--- src/rtl/fdmd_pkg.sv ---
// Shared constants and types for the frame difference motion detector.
`timescale 1ns / 1ps
package fdmd_pkg;

   localparam int MAX_PIXELS      = 8388608;
   localparam int CHAN_WIDTH      = 8;
   localparam int THRESH_WIDTH    = 8;
   localparam int SENS_WIDTH      = 7;
   localparam int DIM_WIDTH       = 12;
   localparam int COUNT_WIDTH     = 23;
   localparam int CSR_INDEX_WIDTH = 2;
   localparam int CSR_DATA_WIDTH  = 12;
   localparam int PRODUCT_WIDTH   = 16;
   localparam int LEN_CALC_WIDTH  = 25;
   localparam int COUNT100_WIDTH  = 30;

   localparam logic [CSR_INDEX_WIDTH-1:0] CSR_PIXEL_THRESHOLD = 2'd0;
   localparam logic [CSR_INDEX_WIDTH-1:0] CSR_SENSITIVITY     = 2'd1;
   localparam logic [CSR_INDEX_WIDTH-1:0] CSR_FRAME_WIDTH     = 2'd2;
   localparam logic [CSR_INDEX_WIDTH-1:0] CSR_FRAME_HEIGHT    = 2'd3;

   localparam logic [CHAN_WIDTH-1:0] WEIGHT_RED   = 8'd77;
   localparam logic [CHAN_WIDTH-1:0] WEIGHT_GREEN = 8'd150;
   localparam logic [CHAN_WIDTH-1:0] WEIGHT_BLUE  = 8'd29;

   localparam logic [THRESH_WIDTH-1:0] THRESH_RESET = 8'd30;
   localparam logic [SENS_WIDTH-1:0]   SENS_RESET   = 7'd5;
   localparam logic [DIM_WIDTH-1:0]    WIDTH_RESET  = 12'd1920;
   localparam logic [DIM_WIDTH-1:0]    HEIGHT_RESET = 12'd1080;

   localparam logic [COUNT_WIDTH-1:0] COUNT_MAX     = 23'h7FFFFF;
   localparam logic [SENS_WIDTH-1:0]  PERCENT_SCALE = 7'd100;

   typedef struct packed {
      logic [CHAN_WIDTH-1:0] red;
      logic [CHAN_WIDTH-1:0] green;
      logic [CHAN_WIDTH-1:0] blue;
   } pixel_type;

   typedef struct packed {
      logic valid;
      logic last;
   } pipe_ctl_type;

endpackage

--- src/rtl/fdmd_rsp_if.sv ---
// Result channel of the motion detector.
`timescale 1ns / 1ps
interface fdmd_rsp_if;
   logic                             valid;
   logic                             ready;
   logic                             moving;
   logic                             frame_end;
   logic [fdmd_pkg::COUNT_WIDTH-1:0] moving_count;
   logic                             significant;

   modport source (output valid, moving, frame_end, moving_count, significant, input ready);
   modport sink (input valid, moving, frame_end, moving_count, significant, output ready);
endinterface

--- src/rtl/fdmd_stats.sv ---
// Running motion count, frame significance test and the result register.
`timescale 1ns / 1ps
module fdmd_stats #(
   parameter int SigWidth = fdmd_pkg::COUNT100_WIDTH
) (
   input  logic                   clock,
   input  logic                   reset,
   input  logic                   advance,
   input  logic                   clear,
   input  fdmd_pkg::pipe_ctl_type c_ctl,
   input  logic                   c_moving,
   input  logic [SigWidth-1:0]    sens_len,
   fdmd_rsp_if.source             rsp
);
   import fdmd_pkg::*;

   logic [COUNT_WIDTH-1:0]    count_ff, count_in, count_next;
   logic [COUNT100_WIDTH-1:0] c100_ff, c100_in, c100_next;
   logic                      inc;
   logic                      rsp_valid_ff, rsp_valid_in;
   logic                      rsp_moving_ff, rsp_moving_in;
   logic                      rsp_frame_end_ff, rsp_frame_end_in;
   logic [COUNT_WIDTH-1:0]    rsp_count_ff, rsp_count_in;
   logic                      rsp_significant_ff, rsp_significant_in;

   // The count is kept alongside its hundredfold so the percent test is one compare.
   always_comb begin
      inc        = c_ctl.valid && c_moving && (count_ff != COUNT_MAX);
      count_next = count_ff + COUNT_WIDTH'(inc);
      c100_next  = c100_ff + (inc ? COUNT100_WIDTH'(PERCENT_SCALE) : '0);

      count_in           = count_ff;
      c100_in            = c100_ff;
      rsp_valid_in       = rsp_valid_ff;
      rsp_moving_in      = rsp_moving_ff;
      rsp_frame_end_in   = rsp_frame_end_ff;
      rsp_count_in       = rsp_count_ff;
      rsp_significant_in = rsp_significant_ff;

      if (clear) begin
         count_in = '0;
         c100_in  = '0;
      end else if (advance) begin
         rsp_valid_in       = c_ctl.valid;
         rsp_moving_in      = c_moving;
         rsp_frame_end_in   = c_ctl.last;
         rsp_count_in       = count_next;
         rsp_significant_in = c_ctl.last && (SigWidth'(c100_next) >= sens_len);
         if (c_ctl.valid) begin
            count_in = c_ctl.last ? '0 : count_next;
            c100_in  = c_ctl.last ? '0 : c100_next;
         end
      end
   end

   always_ff @(posedge clock) begin
      if (reset) begin
         count_ff     <= '0;
         c100_ff      <= '0;
         rsp_valid_ff <= 1'b0;
      end else begin
         count_ff     <= count_in;
         c100_ff      <= c100_in;
         rsp_valid_ff <= rsp_valid_in;
      end
      rsp_moving_ff      <= rsp_moving_in;
      rsp_frame_end_ff   <= rsp_frame_end_in;
      rsp_count_ff       <= rsp_count_in;
      rsp_significant_ff <= rsp_significant_in;
   end

   assign rsp.valid        = rsp_valid_ff;
   assign rsp.moving       = rsp_moving_ff;
   assign rsp.frame_end    = rsp_frame_end_ff;
   assign rsp.moving_count = rsp_count_ff;
   assign rsp.significant  = rsp_significant_ff;
endmodule

--- src/flat_wrapper.sv ---
// flat-port wrapper written by rule: the top's interface ports become plain ports
module fdmd_stats_flat import fdmd_pkg::*;
#(
   parameter int SigWidth = fdmd_pkg::COUNT100_WIDTH
)
  (clock, reset, advance, clear, c_ctl, c_moving, sens_len, rsp_valid, rsp_moving, rsp_frame_end, rsp_moving_count, rsp_significant, rsp_ready);
  fdmd_rsp_if rsp_i ();
  input  logic clock;
  input  logic reset;
  input  logic advance;
  input  logic clear;
  input  fdmd_pkg::pipe_ctl_type c_ctl;
  input  logic c_moving;
  input  logic [SigWidth-1:0] sens_len;
  output wire logic [$bits(rsp_i.valid)-1:0] rsp_valid;
  output wire logic [$bits(rsp_i.moving)-1:0] rsp_moving;
  output wire logic [$bits(rsp_i.frame_end)-1:0] rsp_frame_end;
  output wire logic [$bits(rsp_i.moving_count)-1:0] rsp_moving_count;
  output wire logic [$bits(rsp_i.significant)-1:0] rsp_significant;
  input wire logic [$bits(rsp_i.ready)-1:0] rsp_ready;
  assign rsp_valid = rsp_i.valid;
  assign rsp_moving = rsp_i.moving;
  assign rsp_frame_end = rsp_i.frame_end;
  assign rsp_moving_count = rsp_i.moving_count;
  assign rsp_significant = rsp_i.significant;
  assign rsp_i.ready = rsp_ready;
  fdmd_stats #(.SigWidth(SigWidth)) u_core (.clock(clock), .reset(reset), .advance(advance), .clear(clear), .c_ctl(c_ctl), .c_moving(c_moving), .sens_len(sens_len), .rsp(rsp_i));
endmodule
--- config.mk ---
export PLATFORM = sky130hd
export DESIGN_NAME = fdmd_stats_flat
export DESIGN_NICKNAME = d
export VERILOG_FILES = /design/src/rtl/fdmd_pkg.sv /design/src/rtl/fdmd_rsp_if.sv /design/src/rtl/fdmd_stats.sv /design/src/flat_wrapper.sv
export SDC_FILE = /design/constraint.sdc
export NUM_CORES = 1
export LEC_CHECK = 0
export BUFFER_PORTS_ARGS = -buffer_cell sky130_fd_sc_hd__buf_2
export CAP_MARGIN = 10
export CORE_MARGIN = 10
export CORE_UTILIZATION = 60
export CTS_BUF_LIST = sky130_fd_sc_hd__clkbuf_4 sky130_fd_sc_hd__clkbuf_8
export CTS_CLUSTER_DIAMETER = 30
export CTS_CLUSTER_SIZE = 16
export DETAILED_ROUTE_END_ITERATION = 10
export GPL_ROUTABILITY_DRIVEN = 0
export PLACE_DENSITY = 0.83
export SYNTH_ARGS = -nofsm -noshare
export SYNTH_HDL_FRONTEND = slang
export SYNTH_SLANG_ARGS = --single-unit
--- constraint.sdc ---
create_clock -name clock -period 11 [get_ports clock]
set_input_delay 2.2 -clock clock [delete_from_list [all_inputs] [get_ports clock]]
set_output_delay 2.2 -clock clock [all_outputs]
set_load 0.01 [all_outputs]
* Word-level counts from Yosys, hierarchy flattened
Index checks and enable logic that the tools add are counted.
Widths: inputs -> output; s select.
** Operators by class
- Add/subtract/negate cells :: 2
- $mul :: 0
- Divide/modulo/power cells :: 0
- Order comparisons :: 1
- Equality and inequality tests :: 1
- Shifts and indexed selects :: 0
- Muxes and demuxes :: 3
- Bitwise logic cells :: 1
- Reduce and logical (&&, ||, !) cells :: 6
** Operators by type and width (number)
- $add 30x30->30 :: 1
- $ge 30x30->1 :: 1
- $mux 30 :: 1
- $add 23x1->23 :: 1
- $mux 23 :: 1
- $ne 23x23->1 const B :: 1
- $mux 7 :: 1
- $reduce_and 2->1 :: 2
- $logic_and 1x1->1 :: 3
- $reduce_or 2->1 :: 1
- $not 1->1 :: 1
** Word-level totals
- Register bits :: 80
- Latch bits :: 0
- RAM bits :: 0
- Memory bits (read-only) :: 0
- Input bits :: 38
- Output and inout port bits :: 27
- Word-level logic and storage cells :: 21
- Memories kept :: 0

* Logic depth before layout (Yosys ltp)
- Word-level depth :: 6
- Gate-level depth with buffers :: 19
- Depth with buffers taken out :: 18

* Least setup slack after synthesis
Ideal clock, no wire load.
- Path kind :: in2reg
- From :: in c_moving
- To :: reg u_core.rsp_significant_ff, in the netlist u_core.rsp.significant (data pin)
- Library setup time :: 0.259 ns
- Arrival time :: 4.979 ns
- Required time :: 10.741 ns
- Path slack :: 5.763 ns
- Stages on the path :: 15
- Path buffers :: 1
- Path through :: nand2_1 a21oi_1 ha_1 ha_1 a31oi_1 o21bai_1 buf_2 nand2_1 xnor2_1 ha_1 and4_1 nor4bb_1 o31a_1 o31a_1 o31a_1
** On the way
- Cells in the longest elaborated chain, start to end :: 6
** Ends and longest elaborated chain
- from (decl) :: RTL line flat_wrapper.sv:13 : input logic c_moving;
- $logic_and 1x1->1 (2 in a row) :: RTL line fdmd_stats.sv:28 : inc = c_ctl.valid && c_moving && (count_ff != COUNT_MAX);
- $mux 7 :: RTL line fdmd_stats.sv:30 : c100_next = c100_ff + (inc ? COUNT100_WIDTH'(PERCENT_SCALE) : '0);
- $add 30x30->30 :: RTL line fdmd_stats.sv:30
- $ge 30x30->1 :: RTL line fdmd_stats.sv:48 : rsp_significant_in = c_ctl.last && (SigWidth'(c100_next) >= sens_len);
- $logic_and 1x1->1 :: RTL line fdmd_stats.sv:48
- to (signal assigned) :: RTL line fdmd_stats.sv:69 : rsp_significant_ff <= rsp_significant_in;
- to (decl) :: RTL line fdmd_stats.sv:24 : logic rsp_significant_ff, rsp_significant_in;
Every way passes these cells.
A chain may end at the register's enable or synchronous reset.

* Worst setup path after layout
- From :: in c_ctl[1] (netlist name)
- To :: reg u_core.rsp_significant_ff, in the netlist u_core.rsp.significant (data pin)
** On the way
- Cells in the longest elaborated chain, start to end :: 6
** Ends and longest elaborated chain
- from (decl) :: RTL line flat_wrapper.sv:12 : input fdmd_pkg::pipe_ctl_type c_ctl;
- $logic_and 1x1->1 (2 in a row) :: RTL line fdmd_stats.sv:28
- $mux 7 :: RTL line fdmd_stats.sv:30
- $add 30x30->30 :: RTL line fdmd_stats.sv:30
- $ge 30x30->1 :: RTL line fdmd_stats.sv:48
- $logic_and 1x1->1 :: RTL line fdmd_stats.sv:48
Every way passes these cells.

==> results.py <==
metrics = {
    "run_status": {
        "run_status": "completed",
    },
    "layout": {
        "fin_cells": 706,
        "multi_input_area_um2": 2760,
        "seq_area_um2": 1820,
        "num-nets-final": 671,
        "drive_above_1_share": 0.159,
        "area.growth.synth_to_final_pct": 10.8,
        "diodes": 0,
        "nFillCells": 622,
    },
    "clock_tree": {
        "post_cts_buffers": 0,
        "numCtsBuffers": 9,
        "clk_latency_ps": 360,
        "cts_tree": "yes",
        "cts_sinks": 78,
        "root_buffer": "clkbuf_8",
        "clockBufferDepth": 2,
        "cts.clk_slew.worst_paths_ps": 80,
        "ctsHoldBuffers": 0,
        "htree_levels": 3,
        "ctsResizeCount": 0,
    },
    "sta": {
        "slew_viol_final": 0,
        "relSlewSlack": 0.218,
        "rsz0062_at_grt": "no",
        "setup_viol": 0,
        "fin_setup_tns_ps": 0,
        "fin_crit_ps": 5990,
        "fmax_mhz": 167,
        "clock_skew_ps": 6.99,
        "finalWorstSetupSlack_ps": 5010,
        "tightest_slew_ps": 1170,
        "finalHoldViolations": 0,
        "whs_ps": 470,
        "finalCritPeriodShare": 0.544,
    },
    "synthesis": {
        "synth-compound-area-share": 0.176,
        "synth-simple-area-share": 0.216,
        "synth_edf_count": 26,
        "synth.avg_cell_area_um2": 8.79,
        "synth_top_cell_area_share": 0.213,
        "yosysSeqAreaShare": 0.373,
        "netlist_area_um2": 4890,
        "yosys-mux-area-fraction": 0.00205,
        "synth-xor-area-share": 0.0842,
        "syn_inst": 556,
        "netlist_top_cells_count": "dfxtp_1 (52), a21oi_1 (45), o21ai_0 (38), nor2_1 (37), nand2_1 (35)",
        "yosysMostFrequentCell": "dfxtp_1",
        "synthArstFlopShare": 0,
        "synth_area_leader_cell": "dfxtp_1",
        "synth.distinct_cells": 55,
        "synth_ff_type": "dfxtp_1",
        "ys_warn_count": 0,
        "synth-seq-cells": 78,
        "synth_area_leaders": "dfxtp_1 (21%), edfxtp_1 (16%), ha_1 (8.7%)",
        "synth_fp_nets": 628,
        "synthAdderAreaFrac": 0.0870,
        "synth_top_family_by_area": "simple AND/OR/NAND/NOR gates",
    },
    "hold_path": {
        "hp-start": "u_core.c100_ff[2]",
        "hold_class": "register to register",
    },
    "critical_path": {
        "critPathKind": "primary input to register",
        "startpoint": "c_ctl[1]",
        "critPathLaunchType": "primary input",
        "cp_data_arrival_time_ps": 6210,
        "worst_setup_path_end_kind": "register",
        "cp_max_fo": 11,
        "worstPathRequired_ps": 11230,
        "r2r-start": "u_core.count_ff[16]",
    },
    "global_routing": {
        "grt_pass1_wl_um": 19300,
        "antenna_found_initial": 0,
        "grt_pass1_vias": 4108,
        "grt_overflow": 0,
        "grt_util_all_layers": 0.195,
        "grt_max_degree": 52,
    },
    "detailed_routing": {
        "vias": 4422,
        "drc": 0,
        "ant_nets": 0,
        "via_per_inst": 6.26,
        "wl_per_cell_um": 16.9,
        "drtIter0Drc": 326,
        "wl_um": 11900,
        "dr.pass1.iters": 4,
    },
    "floorplanning": {
        "io-pin-count": 65,
        "die-area_um2": 12200,
        "die_w_um": 110,
        "die_y_um": 110,
        "rows": 32,
        "core_um2": 7810,
        "start_util": 0.626,
    },
    "pwr": {
        "irDropWorstVdd_mv": 0.118,
        "power_density_nw_per_um2": 109,
        "power_uw": 590,
        "p_leak_uw": 0.00219,
    },
    "place": {
        "dpl.hpwl_um": 8210,
        "post-place-ws_ps": 4340,
        "io_buffers": 63,
        "dp.cells": 689,
    },
    "flow_run": {
        "max_cap_violations": 0,
    },
}
-- power breakdown --
group	total [uW]	internal (uW)	switching (uW)	leakage, uW
sequential	303	302	1.28	0.000643
clock	242	133	109	0.000110
combinational	45.8	16.3	29.6	0.00144
total	590	451	139	0.00219
-- routing by layer --
| layer | vias up | wire length [um] | GRT usage |
|---|---|---|---|
| li1 | 2122 | - | - |
| met1 | 2093 | 4900 | 0.239 |
| met2 | 178 | 5860 | 0.329 |
| met3 | 29 | 915 | 0.0505 |
| met4 | 0 | 235 | 0.0606 |
| met5 | - | 0 | 0 |
-- registers in the layout (all words and copies together), names as in the netlist --
signal,flops
u_core.rsp.moving_count,23
u_core.rsp.significant,1
u_core.c100_ff,28
u_core.count_ff,23
u_core.rsp.frame_end,1
u_core.rsp.moving,1
u_core.rsp.valid,1
-- metrics by stage --
stage,util,cell area [um^2]
CTS,0.692,5410
detailed placement,0.664,5180
global placement,0.664,5180
floorplan,-,4890
global route,0.693,5410
finish,0.693,5410
-- cell families (layout without fill, tap and decap cells) --
logic type	Yosys count	count (layout)
AO/OA/AOI/OAI	140	140
XOR/XNOR	47	47
adder cells (fa/ha/maj)	34	34
buffers and inverters	70	118
flip-flops	78	78
multiplexers	1	1
AND/OR/NAND/NOR	186	186
-- final timing paths --
kind,slack [ps],cells after the start,end
setup / recovery,5010,16,u_core.rsp.significant
hold reg to reg,470,2,u_core.c100_ff[2]
hold / removal,470,2,u_core.c100_ff[2]
setup reg to reg,5980,18,u_core.rsp.significant
-- cell type report --
cell class / count / area share
clock buffer: 10 / 0.0254
multi-input combinational: 408 / 0.511
timing repair buffer: 67 / 0.0638
inverter: 35 / 0.0243
tap: 102 / 0.0236
sequential: 78 / 0.337
clock inverter: 6 / 0.0157
-- layout by cell type, fill, tap and decap left out, drive strengths merged, types with 15 or more instances in the layout --
cell,count
nand2,37
nor2,38
edfxtp,26
inv,34
nand3,29
a31oi,15
dfxtp,52
xor2,24
o21ai,38
xnor2,23
a21oi,45
ha,34
buf,67
-- worst max-delay path, stage by stage --
cell	delay (ps)
buf_2	110
nand2_1	80
a21oi_1	360
ha_1	280
ha_1	240
a31oi_1	160
o21bai_1	480
buf_4	290
nand2_1	150
xnor2_1	180
ha_1	330
and4_1	260
nor4bb_1	580
a31oi_1	160
o211ai_1	180
o31a_1	180
(Power assumes the default switching activity.)
