==> config.mk <==
export PLATFORM = sky130hd
export DESIGN_NAME = fdmd_diff
export DESIGN_NICKNAME = d
export VERILOG_FILES = /design/src/rtl/fdmd_pkg.sv /design/src/rtl/fdmd_diff.sv
export SDC_FILE = /design/constraint.sdc
export NUM_CORES = 1
export LEC_CHECK = 0
export ABC_AREA = 1
export BUFFER_PORTS_ARGS = -buffer_cell sky130_fd_sc_hd__buf_4
export CAP_MARGIN = 20
export CORE_MARGIN = 5
export CORE_UTILIZATION = 45
export CTS_CLUSTER_SIZE = 14
export DETAILED_ROUTE_END_ITERATION = 10
export SLEW_MARGIN = 30
export SYNTH_ARGS = -nofsm -noshare
export SYNTH_HDL_FRONTEND = slang
export SYNTH_SLANG_ARGS = --single-unit
==> constraint.sdc <==
create_clock -name clock -period 5.7 [get_ports clock]
set_input_delay 0.57 -clock clock [delete_from_list [all_inputs] [get_ports clock]]
set_output_delay 0.57 -clock clock [all_outputs]
set_load 0.005 [all_outputs]
==> src/rtl/fdmd_pkg.sv <==
// Shared constants and types for the frame difference motion detector.
`timescale 1ns / 1ps
package fdmd_pkg;

   localparam int MAX_PIXELS      = 8388608;
   localparam int CHAN_WIDTH      = 8;
   localparam int THRESH_WIDTH    = 8;
   localparam int SENS_WIDTH      = 7;
   localparam int DIM_WIDTH       = 12;
   localparam int COUNT_WIDTH     = 23;
   localparam int CSR_INDEX_WIDTH = 2;
   localparam int CSR_DATA_WIDTH  = 12;
   localparam int PRODUCT_WIDTH   = 16;
   localparam int LEN_CALC_WIDTH  = 25;
   localparam int COUNT100_WIDTH  = 30;

   localparam logic [CSR_INDEX_WIDTH-1:0] CSR_PIXEL_THRESHOLD = 2'd0;
   localparam logic [CSR_INDEX_WIDTH-1:0] CSR_SENSITIVITY     = 2'd1;
   localparam logic [CSR_INDEX_WIDTH-1:0] CSR_FRAME_WIDTH     = 2'd2;
   localparam logic [CSR_INDEX_WIDTH-1:0] CSR_FRAME_HEIGHT    = 2'd3;

   localparam logic [CHAN_WIDTH-1:0] WEIGHT_RED   = 8'd77;
   localparam logic [CHAN_WIDTH-1:0] WEIGHT_GREEN = 8'd150;
   localparam logic [CHAN_WIDTH-1:0] WEIGHT_BLUE  = 8'd29;

   localparam logic [THRESH_WIDTH-1:0] THRESH_RESET = 8'd30;
   localparam logic [SENS_WIDTH-1:0]   SENS_RESET   = 7'd5;
   localparam logic [DIM_WIDTH-1:0]    WIDTH_RESET  = 12'd1920;
   localparam logic [DIM_WIDTH-1:0]    HEIGHT_RESET = 12'd1080;

   localparam logic [COUNT_WIDTH-1:0] COUNT_MAX     = 23'h7FFFFF;
   localparam logic [SENS_WIDTH-1:0]  PERCENT_SCALE = 7'd100;

   typedef struct packed {
      logic [CHAN_WIDTH-1:0] red;
      logic [CHAN_WIDTH-1:0] green;
      logic [CHAN_WIDTH-1:0] blue;
   } pixel_type;

   typedef struct packed {
      logic valid;
      logic last;
   } pipe_ctl_type;

endpackage

==> src/rtl/fdmd_diff.sv <==
// Weighted absolute color difference and per-pixel motion decision, two stages.
`timescale 1ns / 1ps
module fdmd_diff (
   input  logic                                clock,
   input  logic                                reset,
   input  logic                                advance,
   input  fdmd_pkg::pipe_ctl_type              a_ctl,
   input  fdmd_pkg::pixel_type                 a_pix,
   input  logic                                a_fresh,
   input  fdmd_pkg::pixel_type                 prev,
   input  logic [fdmd_pkg::THRESH_WIDTH-1:0]   threshold,
   output fdmd_pkg::pipe_ctl_type              c_ctl,
   output logic                                c_moving
);
   import fdmd_pkg::*;

   function automatic logic [PRODUCT_WIDTH-1:0] weigh(input logic [CHAN_WIDTH-1:0] a,
                                                      input logic [CHAN_WIDTH-1:0] b,
                                                      input logic [CHAN_WIDTH-1:0] w);
      logic [CHAN_WIDTH-1:0] gap;
      gap = (a > b) ? a - b : b - a;
      return PRODUCT_WIDTH'(gap) * PRODUCT_WIDTH'(w);
   endfunction

   pixel_type              old_pix;
   pipe_ctl_type           b_ctl_ff, b_ctl_in;
   logic [PRODUCT_WIDTH-1:0] b_red_ff, b_red_in;
   logic [PRODUCT_WIDTH-1:0] b_green_ff, b_green_in;
   logic [PRODUCT_WIDTH-1:0] b_blue_ff, b_blue_in;
   pipe_ctl_type           c_ctl_ff, c_ctl_in;
   logic                   c_moving_ff, c_moving_in;
   logic [PRODUCT_WIDTH-1:0] sum;

   // Until the store has seen a whole frame, the previous pixel reads as black.
   assign old_pix = a_fresh ? '0 : prev;

   always_comb begin
      b_ctl_in    = b_ctl_ff;
      b_red_in    = b_red_ff;
      b_green_in  = b_green_ff;
      b_blue_in   = b_blue_ff;
      c_ctl_in    = c_ctl_ff;
      c_moving_in = c_moving_ff;
      sum         = b_red_ff + b_green_ff + b_blue_ff;
      if (advance) begin
         b_ctl_in    = a_ctl;
         b_red_in    = weigh(a_pix.red, old_pix.red, WEIGHT_RED);
         b_green_in  = weigh(a_pix.green, old_pix.green, WEIGHT_GREEN);
         b_blue_in   = weigh(a_pix.blue, old_pix.blue, WEIGHT_BLUE);
         c_ctl_in    = b_ctl_ff;
         c_moving_in = sum[PRODUCT_WIDTH-1 -: CHAN_WIDTH] > threshold;
      end
   end

   always_ff @(posedge clock) begin
      if (reset) begin
         b_ctl_ff <= '0;
         c_ctl_ff <= '0;
      end else begin
         b_ctl_ff <= b_ctl_in;
         c_ctl_ff <= c_ctl_in;
      end
      b_red_ff    <= b_red_in;
      b_green_ff  <= b_green_in;
      b_blue_ff   <= b_blue_in;
      c_moving_ff <= c_moving_in;
   end

   assign c_ctl    = c_ctl_ff;
   assign c_moving = c_moving_ff;
endmodule

== Word level (Yosys, flattened, before mapping) ==
Cells that the tools add are included.
Cells by class
  multipliers: 3
  $add $sub $neg: 8
  muxes and demuxes: 4
  magnitude comparators: 4
Operators by type and width (number)
  $sub 8x8->8: 6
  $gt 8x8->1: 4
  $mul 8x7->15 const B: 2
  $mux 24: 1
  $mux 8: 3
  $add 15x16->16: 1
  $add 16x13->16: 1
  $mul 8x5->13 const B: 1
Storage, ports and cells
  flip-flop bits (word level): 48
  output and inout bits: 3
  word-level logic and storage cells: 27
  input bits: 62

== Longest topological paths before layout ==
Gate-level depths: netlist of run 1.
  word-level depth: 4
  mapped depth: 32
  gate-level depth less buffers: 32

== Worst setup path after synthesis of run 1 ==
Ideal clock, no wire load.
  kind: input -> register
  start: input a_fresh
  end: register b_red_ff[12], data pin
  library setup time: 0.260 ns
  setup slack: 0.394 ns
  data required time: 5.440 ns
  buffers on the path: 1
  stages: 30
  arrival: 5.046 ns
  cells stage by stage: inv_1 > buf_1 > nand2_1 > inv_1 > ha_1 > inv_1 > fa_1 > nand2_1 > nand2_1 > nand2_1 > nand2_1 > nand2_2 > inv_2 > nand2_1 > nand2_1 > inv_1 > ha_1 > ha_1 > inv_1 > fa_1 > fa_1 > inv_1 > ha_1 > a21oi_1 > o21ai_0 > a21oi_1 > inv_1 > nand2_1 > nand2_1 > xor2_1
On the way
  cells in the longest elaborated chain, start to end: 4
  elaborated cells on any way between the ends: 6
  those cells by class: 2 x add/sub; 1 x mul; 1 x order compare; 2 x mux
Ends and longest elaborated chain
  start, declared: line fdmd_diff.sv:9  | input logic a_fresh,
  $mux 24 *: line fdmd_diff.sv:35  | assign old_pix = a_fresh ? '0 : prev;
  $sub 8x8->8 or $gt 8x8->1 (tied branches): line fdmd_diff.sv:21  | gap = (a > b) ? a - b : b - a;
  $mux 8 *: line fdmd_diff.sv:21
  $mul 8x7->15 *: line fdmd_diff.sv:22  | return PRODUCT_WIDTH'(gap) * PRODUCT_WIDTH'(w);
  end signal, assigned: line fdmd_diff.sv:63  | b_red_ff <= b_red_in;
  end, declared: line fdmd_diff.sv:27  | logic [PRODUCT_WIDTH-1:0] b_red_ff, b_red_in;
Mark *: on every way between the ends. The rest lies on a longest branch, timed or not.
A chain may end at the register's enable or synchronous reset.

== Final worst setup path of run 1 ==
  start: input a_fresh
  end: register b_green_ff[13], data pin
On the way
  cells in the longest elaborated chain, start to end: 4
  elaborated cells on any way between the ends: 6
  those cells by class: 2 x add/sub; 1 x mul; 1 x order compare; 2 x mux
Ends and longest elaborated chain
  $mux 24 *: line fdmd_diff.sv:35
  $sub 8x8->8 or $gt 8x8->1 (tied branches): line fdmd_diff.sv:21
  $mux 8 *: line fdmd_diff.sv:21
  $mul 8x7->15 *: line fdmd_diff.sv:22
  end signal, assigned: line fdmd_diff.sv:64  | b_green_ff <= b_green_in;
  end, declared: line fdmd_diff.sv:28  | logic [PRODUCT_WIDTH-1:0] b_green_ff, b_green_in;
Marks and branches as above.

==> results of run 1 <==
-- sequential cells by signal, indices dropped and copies added (netlist names) --
signal      cells
b_green_ff     15
b_red_ff       15
b_blue_ff      13
b_ctl_ff        2
c_ctl           2
c_moving        1
-- cell usage in the layout (no fill, tap or decap), drive strengths merged --
| cell type | instances |
|---|---|
| a21o | 10 |
| nor4 | 1 |
| a21boi | 4 |
| xnor2 | 20 |
| o211ai | 2 |
| or2 | 3 |
| a41oi | 1 |
| nand3 | 50 |
| a211oi | 1 |
| clkbuf | 6 |
| o2111ai | 2 |
| nor3 | 3 |
| clkinvlp | 1 |
| xor2 | 37 |
| inv | 191 |
| ha | 167 |
| o21ai | 28 |
| dfxtp | 4 |
| a221oi | 2 |
| a211o | 1 |
| a21oi | 66 |
| buf | 68 |
| nand4 | 9 |
| a31oi | 8 |
| o21bai | 7 |
| fa | 41 |
| nand3b | 2 |
| nand2 | 262 |
| edfxtp | 44 |
| nor2 | 41 |
| clkinv | 1 |
-- Yosys cell counts, drive strengths merged, types with 3 or more instances --
cell type  instances  area (um^2)
xnor2             20          175
a31oi              8         50.1
nor2              41          161
nand3             50          250
o21ai             28          144
clkbuf             6         30.0
ha               167         2090
nor3               3         15.0
inv              191          719
nand2            262         1070
nand4              9         71.3
edfxtp            44         1320
fa                41          821
o21bai             7         52.6
dfxtp              4         80.1
a21boi             4         30.0
a21oi             66          334
buf                8         71.3
or2                3         18.8
xor2              37          324
a21o              10         75.1
-- worst max-delay path: cells and delay by family --
kind	cells	cell delay [ps]
adder cells (fa/ha/maj)	7	2480
buffers and inverters	9	850
AND/OR/NAND/NOR	9	790
AO/OA/AOI/OAI	3	450
XOR/XNOR	1	180
-- final timing paths --
check,endpoint,depth (start not counted)
worst min register to register,c_ctl[0]$_SDFFE_PP0P_,2
worst min-delay path,c_ctl[0]$_SDFFE_PP0P_,2
worst max register to register,c_moving$_DFFE_PP_,14
worst max-delay path,b_green_ff[13]$_DFFE_PP_,29
-- per-layer routing --
layer	up-vias	GRT usage [%]	wire length, um	part of all wire, %
met5	-	0	0	0
met4	0	2.82	220	1.4
met3	15	1.43	457	3.0
met2	86	25.7	6880	45
met1	2786	22.1	7770	51
li1	3422	-	-	-
-- stage by stage --
step	hold slack (ps)	std cells	instance area, um^2	utilization, %
2_1_floorplan	430	1021	8000	-
3_3_place_gp	442	1300	8700	50.1
3_5_place_dp	440	1300	8700	50.1
4_1_cts	452	1308	8840	50.9
5_1_grt	471	1308	8840	50.9
6_report	453	1308	8840	50.9
-- kinds of logic (layout without fill, tap and decap cells) --
group / count (synthesis) / count (layout) / synth area share, %
and+or+nand+nor: 371 / 371 / 20.1
adders and majority gates: 208 / 208 / 36.4
buffers and inverters: 205 / 267 / 10.3
AOI/OAI and AO/OA: 132 / 132 / 9.51
xor gates and xnor gates: 57 / 57 / 6.24
DFF: 48 / 48 / 17.5
-- area by class of cell --
type,count,share of cell area [%]
multi-input combinational,768,65.3
clock buffer,6,1.46
sequential,48,15.9
clock inverter,2,0.127
tap,225,3.18
timing repair buffer,68,5.92
inverter,191,8.14
==> impl.org, run 1 <==
** Status
- Run status :: complete, no violations

** Floorplan
- The die covers 0.0205 mm^2.
- Starting utilization of the core area :: 46.1%
- Die height :: 143 um
- In this run the count of I/O pins placed on the die edge is 65.
- The floorplan step set the die width to 143 um.
- Floorplan core area :: 0.0174 mm^2
- In this run the core area contains 48 standard-cell rows.

** Clock network
- Clock-pin slew was measured on the worst setup and hold paths at 60 ps.
- For the worst-skew pair, the clock arrives at the later sink with an insertion delay of 280 ps.
- Clock net sink count :: 48
- Setup Fix Bufs, Post-CTS :: 0
- Hold-fix buffer count after cts :: 0
- Post-CTS sizing :: 0
- The number of clock buffers added by TritonCTS is 5.
- Counting along the longest clock path gives a buffer depth of 2.
- CTS built an H-tree with a depth of 2.
- Clock tree synthesis selected as its root buffer the cell sky130_fd_sc_hd__clkbuf_16.
- Clock tree from TritonCTS :: built

** Final layout
- From synthesis to final layout, the design area changed by 10.5%.
- FF/Latch Area :: 0.00140 mm^2
- Summing all multi-input logic gate instances after layout gives 0.00577 mm^2.
- Nets :: 1352
- 0 antenna diodes ended up in the layout.
- Counting the fill cells in the layout gives 1743.
- The post-route netlist has 9.42% of its cells at a drive strength greater than 1.

** Logic synthesis
- After synthesis, the share of flip-flops with an asynchronous set or reset is 0%.
- Number of enable flip-flop cells after synthesis :: 44
- Synthesis produced a netlist with a net count of 1291.
- Syn_area_per_cell :: 7.83 um^2
- Counting flops and latches in the post-synthesis netlist gives 48.
- Ys Warns :: 0
- After synthesis the cells add up to 0.00800 mm^2.
- The synthesized netlist contains 41 unique library cells.
- Primary flip-flop cell chosen by synthesis mapping :: sky130_fd_sc_hd__edfxtp_1
- Sequential cell area fraction in the yosys report :: 17.5%
- After technology mapping, the gate count stands at 1021.

** STA
- Highest clock rate :: 189 MHz
- In the final timing run, aggregate negative setup slack is 0 ps.
- Setup violations remaining at the end of the flow were counted as 0.
- RSZ-0062 raised after global routing :: no
- Total count of hold-check failures in the final report :: 0
- Time the worst path needs with I/O delays and setup :: 5280 ps
- Slew margin rel. :: 60.0%
- Final Max Tran Viols :: 0
- Between clock sinks in the finished design, the worst skew comes to 4.31 ps.
- Worst Max-Slew Pin Slew :: 600 ps
- Share of the clock period used by the worst path :: 92.7%
- Minimum setup slack in the final design :: 416 ps

** Worst setup path
- Endpoint arrival time on the critical path :: 5310 ps
- At the worst endpoint, the required time is 5720 ps.
- Peak per-stage delay on the critical path :: 550 ps
- Among all stages on the critical path, the largest delay is contributed by sky130_fd_sc_hd__fa_1.
- Kind of critical path :: in -> reg
- Critical path launch point type :: primary input
- Worst reg2reg startpoint :: b_red_ff[6]$_DFFE_PP_
- Critical Path Most Common Cell :: sky130_fd_sc_hd__nand2_1
- The worst register-to-register path has a setup slack of 2370 ps.
- The worst setup path is captured at a flip-flop.
- Peak fanout along the critical path :: 24
- Start point of the critical path :: a_fresh

** Place
- Count of buffers from port buffering :: 64
- Post-Place Worst Slack :: 106 ps
- Placer's final routability congestion estimate :: 0.880
- HPWL after detailed placement :: 13600 um

** Routing
- Total number of vias :: 6309
- In the routed design, unresolved DRC markers number 0.
- DRT antenna net count :: 0
- Total wire length after detailed routing :: 15300 um
- Routed via count divided by cell count :: 4.82
- Drt first pass iters :: 4
- Routed length per placed instance :: 11.7 um
- For this block, the initial DRC count from the detailed router was 287.

** Flow run
- # Max-Cap Violations :: 0

** GRT
- Initial antenna violation count :: 0
- The number of global-route vias before repair was 6119.
- GRT Resource Usage Total :: 15.4%
- Global-route wire length before repair :: 26900 um
- Entering global routing, the biggest net connects 50 pins.
- Total congestion overflow :: 0

** Hold path
- The worst hold path begins at b_ctl_ff[0]$_SDFFE_PP0P_.
- Worst min path class :: reg -> reg
Power of run 1 is not shown: default switching activity piles up to over one toggle a cycle in this logic, so the estimate is an artifact.
==> run 2, diff against run 1 <==
==> constraint.sdc (replaced) <==
create_clock -name clock -period 5.7 [get_ports clock]
set_input_delay 0.855 -clock clock [delete_from_list [all_inputs] [get_ports clock]]
set_output_delay 0.855 -clock clock [all_outputs]
set_load 0.005 [all_outputs]
==> run 2 against run 1 <==
Worst setup slack worse by 87 ps. Fmax down 1.6%. Core utilization up 1.2 points. Flip-flop and latch count unchanged. Die area unchanged. Routed wire length up 1.9%. Clock skew down 1.2 ps. Design area up 2.4%. Count of clock-buffer cells in the layout down 1. First-iteration DRC count down 18%. Final cell count up 1.8%. Critical path type unchanged.
==> impl.org, run 2 (synthesis results as in run 1) <==
** Place
- HPWL after detailed placement :: 13700 um
- Count of buffers from port buffering :: 64
- After detailed placement, the design holds a cell count of 1324.
- Placer's final routability congestion estimate :: 0.908
- Before CTS, the worst setup slack after placement is -99.7 ps.

** Clock network
- CTS root buf :: sky130_fd_sc_hd__clkbuf_16
- Clk_lat worst skew :: 290 ps
- In this run the number of H-tree levels came out at 2.
- Maximum clock path buffer count :: 2
- Hold-fix buffer count after cts :: 0
- Clock net sink count :: 48
- TritonCTS built the clock tree.
- Clk slew on worst S/H paths :: 60 ps
- Buffers inserted during clock tree synthesis total 5.
- Buffers added to address setup during post-CTS repair amount to 0.

** Final layout
- The library cells used most frequently in the layout, excluding fill and tap cells, are 243 x sky130_fd_sc_hd__nand2_1, 188 x sky130_fd_sc_hd__inv_1, 166 x sky130_fd_sc_hd__ha_1, 91 x sky130_fd_sc_hd__buf_4, 61 x sky130_fd_sc_hd__a21oi_1.
- Diode count :: 0
- The count of cells in the finished layout, fillers not included, comes to 1332.
- FF/Latch Area :: 0.00140 mm^2
- The largest registers in the layout are b_green_ff (15), b_red_ff (15), b_blue_ff (13).
- Area growth syn-to-layout :: 13.2%
- Commonest non-fill, non-tap cell in the layout :: sky130_fd_sc_hd__nand2_1
- Measured on the finished design, the core utilization comes to 52.2%.
- Of the cells placed in the final design, the portion with a size suffix greater than 1 is 12.1%.
- Area taken by multi-input logic gates :: 0.00580 mm^2
- Nets :: 1376
- After filler insertion, the fill cell instance count of the layout stands at 1724.

** Hold path
- The min-delay analysis places its worst path in the category reg -> reg.
- HP Start :: b_ctl_ff[1]$_SDFFE_PP0P_

** Floorplan
- The die is 143 um tall.
- The die is 143 um wide.
- Starting utilization of the core area :: 46.1%
- For this design the top-level I/O count stands at 65.
- The floorplan has 48 rows.
- The total area inside the core boundary comes to 0.0174 mm^2.
- The floorplan step defined a die boundary enclosing 0.0205 mm^2.

** STA
- Slew margin rel. :: 60.0%
- Share of the clock period used by the worst path :: 94.2%
- Highest clock rate :: 186 MHz
- Final Max Tran Viols :: 0
- Minimum setup slack in the final design :: 329 ps
- Clock skew after layout :: 3.11 ps
- Worst Max-Slew Pin Slew :: 600 ps
- Setup repair after global routing left no endpoint under its margin.
- Setup violations remaining at the end of the flow were counted as 0.
- Total count of hold-check failures in the final report :: 0
- Counting I/O delays and the setup requirement, the final critical path takes 5370 ps.

** Routing
- The first detailed-routing pass ran for 4 iterations.
- For this block, wires on met1 add up to 7810 um.
- Summed over all nets, wire length on met3 after detailed routing comes to 513 um.
- Using the TritonRoute via totals, the vias-per-cell ratio works out to 4.76.
- Signal routing reaches up to met4.
- Total wire length after detailed routing :: 15600 um
- Across all layers, the routed design uses 6346 vias.
- After the first detailed-routing iteration, the DRC count stood at 236.
- Routed length per placed instance :: 11.7 um
- Once detail routing completed, the nets flagged for antenna violations numbered 0.
- Detailed-route DRC error count :: 0
- Summed over all nets, wire length on met2 after detailed routing comes to 7190 um.

** Worst setup path
- Endpoint arrival time on the critical path :: 5410 ps
- The setup path with the least slack is of type in -> reg.
- The most critical setup path has its startpoint at a_fresh.
- In this run the critical register-to-register path is launched from b_red_ff[3]$_DFFE_PP_.
- Critical path launch point type :: primary input
- In this run the worst path has a maximum fanout of 18.
- Required time of the critical path :: 5740 ps
- Type of element capturing the critical path :: flip-flop

** GRT
- Total congestion overflow :: 0
- The first global-routing pass estimated 26900 um of wire.
- GRT Resource Usage Total :: 15.6%
- Via count of the first global-routing pass :: 6099
- Entering global routing, the biggest net connects 50 pins.
- The initial antenna violation count is 0.

** Status
- The flow ran to the end, and the final reports show no timing, DRC or antenna violations.

** Flow run
- Across the run, the number of max-cap violations was 0.
-- run 2: path summary, 6_finish.rpt --
kind / cells after the start / slack (ps) / to
worst max-delay path: 27 / 330 / b_green_ff[12]$_DFFE_PP_
worst min-delay path: 2 / 460 / b_ctl_ff[1]$_SDFFE_PP0P_
worst max register to register: 14 / 2390 / c_moving$_DFFE_PP_
worst min register to register: 2 / 460 / b_ctl_ff[1]$_SDFFE_PP0P_
-- run 2: area by class of cell --
class	count	share of cell area, %
clock buffers	5	1.38
clock inverters	3	0.207
inverters	191	7.95
multi-input cells	768	64.1
flip-flops and latches	48	15.5
well taps	225	3.11
repair buffers	92	7.77
-- run 2: critical path, cell delays in order --
cell	delay [ps]
sky130_fd_sc_hd__buf_4	100
sky130_fd_sc_hd__inv_1	80
sky130_fd_sc_hd__buf_12	160
sky130_fd_sc_hd__nand2_1	80
sky130_fd_sc_hd__inv_1	60
sky130_fd_sc_hd__ha_1	160
sky130_fd_sc_hd__inv_1	80
sky130_fd_sc_hd__fa_1	380
sky130_fd_sc_hd__nand2_1	80
sky130_fd_sc_hd__nand2_1	90
sky130_fd_sc_hd__a21oi_1	170
sky130_fd_sc_hd__xor2_1	160
sky130_fd_sc_hd__nand2_1	60
sky130_fd_sc_hd__nand2_1	110
sky130_fd_sc_hd__inv_1	70
sky130_fd_sc_hd__ha_1	300
sky130_fd_sc_hd__ha_1	280
sky130_fd_sc_hd__inv_1	50
sky130_fd_sc_hd__fa_1	520
sky130_fd_sc_hd__fa_1	560
sky130_fd_sc_hd__inv_1	50
sky130_fd_sc_hd__ha_2	360
sky130_fd_sc_hd__nand2_1	80
sky130_fd_sc_hd__nor2_1	180
sky130_fd_sc_hd__a21oi_2	90
sky130_fd_sc_hd__o21ai_1	160
sky130_fd_sc_hd__xor2_1	80
-- run 2: metrics by stage --
stage / TNS [ps] / instance area [um^2] / hold slack (ps)
6_report: 0 / 9050 / 458
3_5_place_dp: -198 / 8880 / 454
5_1_grt: 0 / 9050 / 490
3_3_place_gp: 0 / 8880 / 445
2_1_floorplan: 0 / 8000 / 430
4_1_cts: 0 / 9020 / 463
-- run 2: layer usage --
metal  global-route usage, %  vias up
met5                       0        -
met4                    2.08        0
met3                    1.80        7
met2                    26.4       76
met1                    22.2     2793
li1                        -     3470
-- run 2: what timing repair did --
action	CTS	global route
endpoints found under the setup margin	0	7
gates resized for setup	0	9
endpoints found under the hold margin	0	0
Power of run 2 is left out for the same reason.
==> run 3, diff against run 2 <==
- CELL_PAD_IN_SITES_DETAIL_PLACEMENT: default -> 1
- CELL_PAD_IN_SITES_GLOBAL_PLACEMENT: default -> 1
- PLACE_DENSITY_LB_ADDON: default -> 0.1
==> run 3 against run 2 <==
Via count up 4.8%. Critical path depth unchanged. Routed wire length increased by 24%. Register-to-register slack got worse by 80 ps. Count of clock-buffer cells in the layout did not move. Die area unchanged.
==> impl.org, run 3 (synthesis results as in run 1) <==
** STA
- The worst pin sits at a relative slew slack of 58.1%.
- Worst Max-Slew Pin Slew :: 628 ps
- Endpoints failing setup :: 0
- The final-report hold violation count is 0.
- Across the routed clock network, the largest skew measured is 8.14 ps.
- The smallest clock period supported by the final layout is computed as 5370 ps.
- Static timing analysis puts the maximum clock frequency at 186 MHz.
- Final Max Tran Viols :: 0
- Total negative setup slack :: 0 ps
- Share of the clock period used by the worst path :: 94.1%
- Minimum setup slack in the final design :: 334 ps

** Floorplan
- Floorplan core area :: 0.0174 mm^2
- The die covers 0.0205 mm^2.
- In this run the core area contains 48 standard-cell rows.
- Once the floorplan was initialized, standard cells occupied 46.1% of the core.
- In this run the horizontal extent of the chip is 143 um.
- 65 I/O pins were placed.
- Die height :: 143 um

** GRT
- Global routing consumed, over all layers together, 19.7% of the routing resources.
- Global-route wire length before repair :: 33500 um
- The number of global-route vias before repair came to 7147.
- For this run the aggregate overflow at the end of global routing stands at 0.
- Initial antenna violation count :: 0
- Entering global routing, the biggest net connects 50 pins.

** Clock network
- Buffers added to address setup during post-CTS repair amount to 0.
- CTS placed an instance of sky130_fd_sc_hd__clkbuf_16 at the clock tree root.
- Clk_lat worst skew :: 300 ps
- The number of gates resized after CTS was 0.
- Buffers inserted to repair hold after CTS numbered 0.
- The longest clock path from root to sink contains 2 buffers.
- Clock tree from TritonCTS :: built
- After clock tree synthesis, the clock-pin slew on the worst setup and hold paths is 60 ps.
- Number of H-tree branching levels :: 2
- Number of clock buffers inserted by TritonCTS :: 5
- Clock net sink count :: 48

** Place
- Once placement completed, the tool counted placed cells totaling 1331.
- Prior to clock tree synthesis, the placed netlist has a worst setup slack of -176 ps.
- In this run the tool buffered the top-level ports with 64 buffer cells.
- The congestion estimate from routability-driven global placement came to 0.868.
- Detailed placement finished with a half-perimeter wire length of 17200 um.

** Final layout
- The library cells used most frequently in the layout, excluding fill and tap cells, are 240 x sky130_fd_sc_hd__nand2_1, 186 x sky130_fd_sc_hd__inv_1, 163 x sky130_fd_sc_hd__ha_1, 96 x sky130_fd_sc_hd__buf_4, 59 x sky130_fd_sc_hd__a21oi_1.
- Compared with the post-synthesis result, the final layout area differs by 15.4%.
- The finished layout holds 1339 standard cells, fillers aside.
- Diode count :: 0
- The library cell used most frequently in the layout, excluding fill and tap cells, is sky130_fd_sc_hd__nand2_1.
- For this run, the post-layout net count is 1383.
- Top flop regs :: b_green_ff (15), b_red_ff (15), b_blue_ff (13)
- Share of cells above drive strength 1 :: 13.6%
- Cells fill 53.2% of the core in the end.
- Fill cells :: 2214

** Routing
- Once detail routing completed, the nets flagged for antenna violations numbered 0.
- The final layout contains routed wiring with a total length of 19300 um.
- Routed via count divided by cell count :: 4.96
- Total number of vias :: 6648
- Drt first pass iters :: 4
- Detailed-route DRC error count :: 0
- After detailed routing, the average wire length per cell comes to 14.4 um.
- First-iteration detailed-routing DRC count :: 171

** Worst setup path
- Peak fanout along the critical path :: 13
- STA classifies the critical path endpoint as a flip-flop.
- Measured in cells, the most critical reg-to-reg path has a length of 15.
- The worst setup path is of the in -> reg kind.
- For the worst setup path, the data required time is 5740 ps.
- Data arrives at the worst endpoint at 5400 ps.
- Worst R2R Setup Slack :: 2310 ps
- Crit Reg-Reg Endpoint :: c_moving$_DFFE_PP_
- STA classifies the critical path startpoint as a primary input.
- Worst reg2reg startpoint :: b_red_ff[10]$_DFFE_PP_

** Hold path
- HP Start :: c_ctl[1]$_SDFFE_PP0P_
- For hold timing, the worst endpoint is c_ctl[1]$_SDFFE_PP0P_.
- Hold Path Stages :: 2
- Worst min path class :: reg -> reg

** Status
- The flow ran to the end, and the final reports show no timing, DRC or antenna violations.

** Flow run
- # Max-Cap Violations :: 0
[run 3: layer usage]
| layer | GRT usage [%] | routed length (um) | vias up |
|---|---|---|---|
| met1 | 25.5 | 8740 | 3089 |
| li1 | - | - | 3482 |
| met2 | 36.3 | 9850 | 63 |
| met5 | 0 | 0 | - |
| met4 | 3.96 | 291 | 0 |
| met3 | 1.53 | 427 | 14 |
[run 3: worst max-delay path, stage by stage]
cell,delay [ps]
sky130_fd_sc_hd__buf_4,100
sky130_fd_sc_hd__inv_1,90
sky130_fd_sc_hd__buf_6,160
sky130_fd_sc_hd__nand2_1,90
sky130_fd_sc_hd__inv_1,60
sky130_fd_sc_hd__ha_1,150
sky130_fd_sc_hd__inv_1,60
sky130_fd_sc_hd__fa_1,400
sky130_fd_sc_hd__nand2_1,90
sky130_fd_sc_hd__nand2_1,100
sky130_fd_sc_hd__a21oi_2,160
sky130_fd_sc_hd__xor2_1,170
sky130_fd_sc_hd__nand2_1,70
sky130_fd_sc_hd__nand2_1,90
sky130_fd_sc_hd__inv_1,60
sky130_fd_sc_hd__ha_1,290
sky130_fd_sc_hd__ha_1,280
sky130_fd_sc_hd__inv_1,50
sky130_fd_sc_hd__fa_1,500
sky130_fd_sc_hd__fa_1,540
sky130_fd_sc_hd__inv_1,60
sky130_fd_sc_hd__ha_4,290
sky130_fd_sc_hd__nand2_1,60
sky130_fd_sc_hd__o21ai_1,240
sky130_fd_sc_hd__a21oi_2,80
sky130_fd_sc_hd__o21ai_0,200
sky130_fd_sc_hd__xor2_1,90
[run 3: layout make-up]
type / instances / area (um^2) / share of cell area (%)
multi-input combinational: 768 / 5850 / 63.4
inverter: 191 / 719 / 7.79
clock buffer: 5 / 125 / 1.36
tap: 225 / 282 / 3.05
sequential: 48 / 1400 / 15.2
timing repair buffer: 99 / 763 / 8.27
clock inverter: 3 / 90.1 / 0.976
[run 3: worst max-delay path by stage]
stage	from	slack, ps	endpoint
4_1_cts	a_fresh	140	b_green_ff[12]$_DFFE_PP_
3_3_place_gp	a_fresh	20	b_red_ff[12]$_DFFE_PP_
3_5_place_dp	a_fresh	-180	b_green_ff[12]$_DFFE_PP_
2_1_floorplan	a_fresh	110	b_red_ff[12]$_DFFE_PP_
6_report	a_fresh	330	b_green_ff[12]$_DFFE_PP_
5_1_grt	a_fresh	-30	b_green_ff[12]$_DFFE_PP_
[run 3: metrics by stage]
step	cell area [um^2]	hold slack (ps)
2_1_floorplan	8000	430
3_3_place_gp	8930	445
3_5_place_dp	8930	453
4_1_cts	9150	463
5_1_grt	9230	473
6_report	9230	461
Power of run 3 is left out for the same reason.
